## src/hw/rtl/clac_pkg.sv

```systemverilog
// Shared types and constants for the clipped autocorrelation block.
// Used by clac_ctrl, clac_dp and clipped_autocorrelation; no other dependencies.
package clac_pkg;

  localparam int MAX_WINDOW  = 2048;
  localparam int ADDR_W      = $clog2(MAX_WINDOW);
  localparam int CNT_W       = ADDR_W + 1;
  localparam int SAMPLE_BITS = 16;
  localparam int MAG_W       = SAMPLE_BITS + 1;
  localparam int CMP_W       = SAMPLE_BITS + 4;
  localparam int CORR_W      = 13;
  localparam int CFG_W       = 12;
  localparam int OUT_W       = ADDR_W + CORR_W;

  localparam logic [CFG_W-1:0] WL_RESET = CFG_W'(512);
  localparam logic [CNT_W-1:0] WL_MIN   = CNT_W'(4);
  localparam logic [CNT_W-1:0] WL_MAX   = CNT_W'(MAX_WINDOW);

  // Reciprocal of three, 17 fractional bits, exact for dividends up to 2*MAX_WINDOW
  localparam int               RECIP3_SH = 17;
  localparam logic [RECIP3_SH-1:0] RECIP3 = RECIP3_SH'(43691);

  // Three-level clip codes
  localparam logic [1:0] CLIP_ZERO = 2'b00;
  localparam logic [1:0] CLIP_POS  = 2'b01;
  localparam logic [1:0] CLIP_NEG  = 2'b11;

  // Commands from controller to datapath
  typedef struct packed {
    logic                   smp_we;
    logic [ADDR_W-1:0]      smp_wa;
    logic [SAMPLE_BITS-1:0] smp_wd;
    logic                   smp_re;
    logic [ADDR_W-1:0]      smp_ra;
    logic                   rd_peak;
    logic                   rd_clip;
    logic                   in_a;
    logic                   in_b;
    logic                   zero;
    logic                   pk_clear;
    logic                   pk_min;
    logic                   cr_re;
    logic [ADDR_W-1:0]      cr_ra;
    logic [ADDR_W-1:0]      cr_rb;
    logic                   cr_first;
    logic                   cr_last;
    logic [ADDR_W-1:0]      cr_lag;
    logic                   res_re;
    logic [ADDR_W-1:0]      res_ra;
    logic                   out_load;
    logic                   out_hit;
    logic [ADDR_W-1:0]      out_lag;
    logic                   out_last;
  } cmd_t;

endpackage

```

## src/hw/rtl/clac_ctrl.sv

```systemverilog
// Controller: window fill, analysis sequencing, fetch bookkeeping and
// handshakes. Depends on clac_pkg; drives clac_dp through cmd_t.
module clac_ctrl (
  input  logic                              clk,
  input  logic                              rst,
  input  logic                              s_tvalid,
  output logic                              s_tready,
  input  logic [clac_pkg::SAMPLE_BITS-1:0]  s_tdata,
  input  logic                              s_tlast,
  input  logic                              s_tuser,
  output logic                              m_tvalid,
  input  logic                              m_tready,
  input  logic                              cfg_valid,
  output logic                              cfg_ready,
  input  logic [clac_pkg::CFG_W-1:0]        cfg_data,
  output clac_pkg::cmd_t                    cmd
);

  localparam logic [3:0] ST_IDLE     = 4'd0;
  localparam logic [3:0] ST_FETCH    = 4'd1;
  localparam logic [3:0] ST_SETUP    = 4'd2;
  localparam logic [3:0] ST_PEAK     = 4'd3;
  localparam logic [3:0] ST_PEAK_W   = 4'd4;
  localparam logic [3:0] ST_PEAK_MIN = 4'd5;
  localparam logic [3:0] ST_CLIP     = 4'd6;
  localparam logic [3:0] ST_CLIP_W   = 4'd7;
  localparam logic [3:0] ST_CORR     = 4'd8;
  localparam logic [3:0] ST_CORR_W   = 4'd9;

  localparam int W = clac_pkg::CNT_W;
  localparam int PW = W + 1 + clac_pkg::RECIP3_SH;

  logic [3:0]                 state, state_next;
  logic [clac_pkg::CFG_W-1:0] wl, wl_next;
  logic [W-1:0] fill, fill_next, nlen, nlen_next, alen, alen_next, rp, rp_next;
  logic [W-1:0] idx, idx_next, lag, lag_next, half, half_next, third, third_next;
  logic         ready, ready_next, m_tvalid_next;
  logic         f_hit, f_hit_next, f_last, f_last_next;
  logic [clac_pkg::ADDR_W-1:0] f_lag, f_lag_next;

  logic [W-1:0]  wl_eff, fill_inc, nlen_m1, jl;
  logic [PW-1:0] third_prod;

  always_comb begin
    if (clac_pkg::CNT_W'(wl) < clac_pkg::WL_MIN)      wl_eff = clac_pkg::WL_MIN;
    else if (clac_pkg::CNT_W'(wl) > clac_pkg::WL_MAX) wl_eff = clac_pkg::WL_MAX;
    else                                              wl_eff = clac_pkg::CNT_W'(wl);
    nlen_m1    = nlen - W'(1);
    jl         = idx + lag;
    third_prod = PW'({nlen, 1'b0}) * PW'(clac_pkg::RECIP3);
  end

  assign s_tready  = (state == ST_IDLE);
  assign cfg_ready = 1'b1;

  // next-state and command logic
  always_comb begin
    state_next    = state;
    wl_next       = wl;
    fill_next     = fill;
    nlen_next     = nlen;
    alen_next     = alen;
    rp_next       = rp;
    idx_next      = idx;
    lag_next      = lag;
    half_next     = half;
    third_next    = third;
    ready_next    = ready;
    f_hit_next    = f_hit;
    f_last_next   = f_last;
    f_lag_next    = f_lag;
    m_tvalid_next = m_tvalid & ~m_tready;
    fill_inc      = fill;
    cmd           = '0;
    cmd.smp_wa    = fill[clac_pkg::ADDR_W-1:0];
    cmd.smp_wd    = s_tdata;
    cmd.smp_ra    = idx[clac_pkg::ADDR_W-1:0];
    cmd.cr_ra     = idx[clac_pkg::ADDR_W-1:0];
    cmd.cr_rb     = jl[clac_pkg::ADDR_W-1:0];
    cmd.cr_lag    = lag[clac_pkg::ADDR_W-1:0];
    cmd.res_ra    = rp[clac_pkg::ADDR_W-1:0];
    cmd.out_hit   = f_hit;
    cmd.out_lag   = f_lag;
    cmd.out_last  = f_last;

    if (cfg_valid) wl_next = cfg_data;

    case (state)
      ST_IDLE: begin
        if (s_tvalid && !s_tuser) begin
          // sample item
          if (!fill[W-1]) begin
            cmd.smp_we = 1'b1;
            fill_inc   = fill + W'(1);
          end
          fill_next = fill_inc;
          if (fill_inc >= wl_eff || s_tlast) begin
            fill_next  = (fill_inc > wl_eff) ? wl_eff : fill_inc;
            nlen_next  = wl_eff;
            state_next = ST_SETUP;
          end
        end else if (s_tvalid) begin
          // fetch item
          f_hit_next  = ready && (rp < alen);
          f_lag_next  = rp[clac_pkg::ADDR_W-1:0];
          f_last_next = (rp + W'(1) == alen);
          if (ready && rp < alen) begin
            cmd.res_re = 1'b1;
            rp_next    = rp + W'(1);
          end
          state_next = ST_FETCH;
        end
      end
      ST_FETCH: begin
        if (!m_tvalid || m_tready) begin
          cmd.out_load  = 1'b1;
          m_tvalid_next = 1'b1;
          state_next    = ST_IDLE;
        end
      end
      ST_SETUP: begin
        cmd.pk_clear = 1'b1;
        half_next    = nlen >> 1;
        third_next   = W'(third_prod >> clac_pkg::RECIP3_SH);
        idx_next     = '0;
        state_next   = ST_PEAK;
      end
      ST_PEAK: begin
        cmd.smp_re  = 1'b1;
        cmd.rd_peak = 1'b1;
        cmd.in_a    = idx < half;
        cmd.in_b    = idx >= third;
        cmd.zero    = idx >= fill;
        if (idx == nlen_m1) state_next = ST_PEAK_W;
        else                idx_next   = idx + W'(1);
      end
      ST_PEAK_W:   state_next = ST_PEAK_MIN;
      ST_PEAK_MIN: begin
        cmd.pk_min = 1'b1;
        idx_next   = '0;
        state_next = ST_CLIP;
      end
      ST_CLIP: begin
        cmd.smp_re  = 1'b1;
        cmd.rd_clip = 1'b1;
        cmd.zero    = idx >= fill;
        if (idx == nlen_m1) state_next = ST_CLIP_W;
        else                idx_next   = idx + W'(1);
      end
      ST_CLIP_W: begin
        idx_next   = '0;
        lag_next   = '0;
        state_next = ST_CORR;
      end
      ST_CORR: begin
        cmd.cr_re    = 1'b1;
        cmd.cr_first = (idx == '0);
        cmd.cr_last  = (jl == nlen_m1);
        if (jl == nlen_m1) begin
          idx_next = '0;
          if (lag == nlen_m1) state_next = ST_CORR_W;
          else                lag_next   = lag + W'(1);
        end else begin
          idx_next = idx + W'(1);
        end
      end
      ST_CORR_W: begin
        ready_next = 1'b1;
        rp_next    = '0;
        fill_next  = '0;
        alen_next  = nlen;
        state_next = ST_IDLE;
      end
      default: state_next = ST_IDLE;
    endcase
  end

  // control registers
  always_ff @(posedge clk) begin
    if (rst) begin
      state    <= ST_IDLE;
      wl       <= clac_pkg::WL_RESET;
      fill     <= '0;
      alen     <= '0;
      rp       <= '0;
      ready    <= 1'b0;
      m_tvalid <= 1'b0;
    end else begin
      state    <= state_next;
      wl       <= wl_next;
      fill     <= fill_next;
      alen     <= alen_next;
      rp       <= rp_next;
      ready    <= ready_next;
      m_tvalid <= m_tvalid_next;
    end
  end

  // working registers
  always_ff @(posedge clk) begin
    nlen   <= nlen_next;
    idx    <= idx_next;
    lag    <= lag_next;
    half   <= half_next;
    third  <= third_next;
    f_hit  <= f_hit_next;
    f_last <= f_last_next;
    f_lag  <= f_lag_next;
  end

endmodule

```

## config.mk

```make
export PLATFORM = sky130hd
export DESIGN_NAME = clac_ctrl
export DESIGN_NICKNAME = d
export VERILOG_FILES = /design/src/hw/rtl/clac_pkg.sv /design/src/hw/rtl/clac_ctrl.sv
export SDC_FILE = /design/constraint.sdc
export NUM_CORES = 1
export LEC_CHECK = 0
export BUFFER_PORTS_ARGS = -buffer_cell sky130_fd_sc_hd__buf_2
export CAP_MARGIN = 20
export CORE_MARGIN = 2
export CORE_UTILIZATION = 50
export DETAILED_ROUTE_END_ITERATION = 6
export PLACE_DENSITY = 0.7
export SLEW_MARGIN = 10
export SYNTH_ARGS = -nofsm -noshare
export SYNTH_HDL_FRONTEND = slang
export SYNTH_SLANG_ARGS = --single-unit
```

## constraint.sdc

```tcl
create_clock -name clk -period 7.55 [get_ports clk]
set_clock_uncertainty 0.2 [all_clocks]
set_input_delay 1.1325 -clock clk [delete_from_list [all_inputs] [get_ports clk]]
set_output_delay 1.1325 -clock clk [all_outputs]
set_load 0.05 [all_outputs]
```

Word level (Yosys, flattened, before mapping)
Index checks and enable logic that the tools add are counted.

word-level totals
  register bits after elaboration = 126
  output and inout port bits = 112
  input port bits = 35

cells by class
  $mul = 1
  muxes and demuxes = 48
  equal/unequal tests = 26
  reductions and logical operators = 20
  magnitude comparators = 8
  bitwise gates (word level) = 3
  add/subtract/negate cells = 6

operator list
  operator                                              number
  2-to-1 mux 12 bit                                     15
  case mux 12 bit (2 select lines)                      3
  adder 12 x 1 -> 12 bit (second input constant)        4
  == test 12 bit                                        4
  greater-or-equal comparator 12 bit                    3
  case mux 12 bit (3 select lines)                      1
  case mux 4 bit (9 select lines)                       1
  2-to-1 mux 4 bit                                      8
  multiplier 12 x 16 -> 28 bit (second input constant)  1
  2-to-1 mux 1 bit                                      18
  inequality test 2 bit (second input constant)         9
  == test 4 x 3 -> 1 bit (second input constant)        4
  adder 12 bit                                          1
  > comparator 12 bit                                   1
  > comparator 12 bit (second input constant)           1
  logical NOT 12 bit                                    1
  < comparator 12 x 11 -> 1 bit                         1
  < comparator 12 bit                                   1
  < comparator 12 x 3 -> 1 bit (second input constant)  1
  subtractor 12 x 1 -> 12 bit (second input constant)   1
  AND reduction 3 bit                                   3
  == test 4 x 2 -> 1 bit (second input constant)        2
  == test 4 bit (second input constant)                 2
  AND reduction 7 bit                                   1
  16 further kinds                                      25

Depth between registers and ports, before layout
  depth after elaboration = 9
  mapped depth = 20

Worst setup path after synthesis
OpenSTA, ideal clock, no wires.

  path type = reg-to-reg
  start point = register nlen[9]
  end point = register third[11], data pin
  path buffers = 0
  data arrival time = 5.025 ns
  path slack = 2.068 ns
  stages on the path, launching flop included = 20
  required time = 7.092 ns
  path through = edfxtp_1 ha_1 fa_1 inv_1 fa_1 inv_1 fa_1 inv_1 fa_1 inv_1 ha_1 and2_1 a221oi_1 nor2_1 a221oi_1 o31ai_1 o211a_1 o21ai_0 nand2b_1 xnor2_1

between the ends
  cells in the longest elaborated chain, start to end = 1

RTL lines
  element                       RTL line          text
  start: declaration            clac_ctrl.sv:35   logic [W-1:0] fill, fill_next, nlen, nlen_next, alen, alen_next, rp, rp_next;
  start signal: assignment      clac_ctrl.sv:201  nlen <= nlen_next;
  multiplier 12 x 16 -> 28 bit  clac_ctrl.sv:50   third_prod = PW'({nlen, 1'b0}) * PW'(clac_pkg::RECIP3);
  via third_prod[28]            clac_ctrl.sv:42   logic [PW-1:0] third_prod;
  end signal: assignment        clac_ctrl.sv:205  third <= third_next;
  end: declaration              clac_ctrl.sv:36   logic [W-1:0] idx, idx_next, lag, lag_next, half, half_next, third, third_next;

The timed path passes the listed nets, and every way through them passes these cells.
A chain may end at the register's enable or synchronous reset.

Final worst setup path
  start point = register nlen[8]
  end point = register third[11], data pin

The elaborated chain is that of the path after synthesis.

==> metrics.txt <==
Fillers=2066; Clock Pin Slew Worst Setup and Hold Paths=0.06 ns; Yosys warning count=0; Max Clock Freq=~160 MHz; largest net degree at the start of global routing=49; clock sink count=126; CP required=7.52 ns; port buffer count=113; worst hold path stage count=2; share of cells above drive strength 1=0.135; Rows=55; Iter 0 DRT Violations=651; minimum clock period=6.17 ns; core area=0.0228 sq mm; routability cong.=0.900; FF+latch count, synth=roughly 130; CP endpoint kind=flip-flop; later-pin clock latency in the skew report=0.43 ns; worst hold start=alen[0]$_SDFFE_PP0P_; TritonCTS Buffers=17; end of the worst hold path=alen[0]$_SDFFE_PP0P_; Rel. slew slack=0.337; Reg2Reg Depth=19; ys flop type=edfxtp_1; Final setup violation count=0; clk buf depth=2; syn_area_per_cell=~9.2 sq um; First-pass DRT Iterations=5; hold_buf cts=0; most common cell in the netlist=inv_1; post_cts resized=0; max cap viols=0; WL final=27100 microns; Ports=147; Synth cell types=79; antenna fix cells=0; final setup TNS=0 ns; crit start category=flip-flop; hold_ws=roughly 0.26 ns; reg-to-reg startpoint=nlen[8]$_DFFE_PP_; Seq/Total Area, Yosys=0.277; ys async rst share=0; Root Driver=clkbuf_16; number of post-CTS setup repair buffers=0; Die Wd=157 microns; synth-to-layout area growth=7.13%; Vias/cell=around 5.4; CTS tree=yes; Leak=around 5.8 nW; Avg WL per Cell=16.6 microns; HP Class=reg -> reg; grt total ovfl=0; Worst Setup SP=nlen[8]$_DFFE_PP_; GRT Total Usage=0.228; Slew @ Worst Pin=0.988 ns; Die Ht=157 microns; area share of the largest cell type after synthesis=0.185; Final Core Density=0.550; Routed Antenna Nets=0; Arr. time, crit path=a little over 6 ns; mapped cell area=0.0117 sq mm; HPWL Detailed=20600 microns; Worst VDD drop=134 uV; number of synthesized flops with an enable pin=72; routed vias=8832; status=completed; DP Cell Count=between 1500 and 2000; Post-route DRC=0; Final Non-Filler Cells=1628; reg-to-reg endpoint=third[11]$_DFFE_PP_; most area-consuming cells after synthesis=edfxtp_1 18%, ha_1 17%, dfxtp_1 9.2%; initial antenna violation count=0; Pwr Density=243 mW/mm^2; Slew Viols, Final=0; final hold violations=0; number of global-route vias before repair=roughly 8600; Period Utilization, post-route=0.817; Commonest cells post-synth=171 x inv_1, 157 x ha_1, 94 x nor2_1; Starting Density=0.514; die area=~0.025 sq mm; first-pass GRT wire length=43900 microns; crit path kind=reg -> reg; reg2reg setup slack=1.38 ns; htree depth=4; Cells after Synth=1273; cell taking the most area after synthesis=edfxtp_1; RSZ-0062 raised after global routing=no; Worst Path Max Fanout=12; syn_nets=1512; nets@finish=1541
[layer usage]
layer / track usage / routed length [microns] / vias up / share of wire
li1: - / - / 4332 / -
met1: 0.299 / 12300 / 4205 / 0.45
met2: 0.382 / 12800 / 243 / 0.47
met3: 0.0361 / 1210 / 52 / 0.045
met4: 0.0799 / 750 / 0 / 0.028
met5: 0 / 0 / - / 0
[final cells by class]
class,count,area [sq um],share of cell area
sequential,126,3240,0.259
multi-input combinational,866,7110,0.567
clock buffer,18,429,0.0342
inverter,172,646,0.0515
timing repair buffer,119,611,0.0487
tap,313,392,0.0312
clock inverter,14,108,0.00858
[report_power, final]
| part | switching (mW) | internal [mW] | total, mW |
|---|---|---|---|
| Combinational | 0.830 | 0.561 | 1.39 |
| Clock | 0.334 | 0.425 | 0.760 |
| Sequential | 0.0753 | 0.825 | 0.900 |
| Total | 1.24 | 1.81 | 3.05 |
[stage by stage]
stage / power [mW] / cell area (sq um) / setup slack [ns]
after floorplan: 2.03 / 11700 / 2.07
after global routing: 3.29 / 12500 / 0.950
final: 3.05 / 12500 / 1.38
after detailed placement: 2.30 / 12000 / 1.43
after global placement: 2.26 / 12000 / 1.56
after CTS: 3.07 / 12500 / 1.40
[cell families after synthesis]
group / count (synthesis) / synth area share
DFF: 126 / 0.277
adders and majority gates: 204 / 0.248
muxes: 18 / 0.0160
AOI/OAI and AO/OA: 195 / 0.114
and+or+nand+nor: 337 / 0.142
buffers and inverters: 281 / 0.116
xor gates and xnor gates: 111 / 0.0866
other: 1 / 0.000321
[flip-flops by register name, indices dropped and copies added, names as in the netlist]
register and count:
lag 12, ready 1, rp 12, wl 12, half 11, third 12, alen 12, m_tvalid 1
f_hit 1, f_lag 11, nlen 12, idx 12, state 4, f_last 1, fill 12
[cell usage in the layout, fill, tap and decap left out, types with 13 or more instances in the layout]
cell / n
nor2_1: 93
edfxtp_1: 72
nor2b_1: 22
nand2_1: 84
a21o_1: 14
o21ai_0: 36
a21oi_1: 57
nor3_1: 13
nand4_1: 14
inv_1: 171
xor2_1: 40
fa_1: 47
clkbuf_16: 17
dfxtp_1: 54
and3_1: 17
xnor2_1: 68
buf_2: 113
ha_1: 157
nand3_1: 34
[worst max path at each step]
stage	end	slack, ns	cells after the start
final	third[11]$_DFFE_PP_	1.38	19
after global placement	third[11]$_DFFE_PP_	1.56	19
after global routing	third[11]$_DFFE_PP_	0.95	19
after floorplan	third[11]$_DFFE_PP_	2.07	19
after CTS	third[11]$_DFFE_PP_	1.40	19
after detailed placement	third[11]$_DFFE_PP_	1.43	19
[critical path: stages, from the launching register on]
cell and delay (ns):
edfxtp_1 0.68, ha_1 0.38, fa_1 0.61, inv_1 0.09, fa_1 0.60, inv_1 0.11, fa_1 0.54, inv_1 0.05
fa_1 0.51, inv_1 0.04, ha_1 0.29, and2_1 0.16, a221oi_1 0.31, nor2_1 0.08, a221oi_1 0.31, o31ai_1 0.20
o211a_1 0.29, o21ai_0 0.24, nand2b_1 0.11, xnor2_1 0.13
Power figures use the tool's default switching activity.
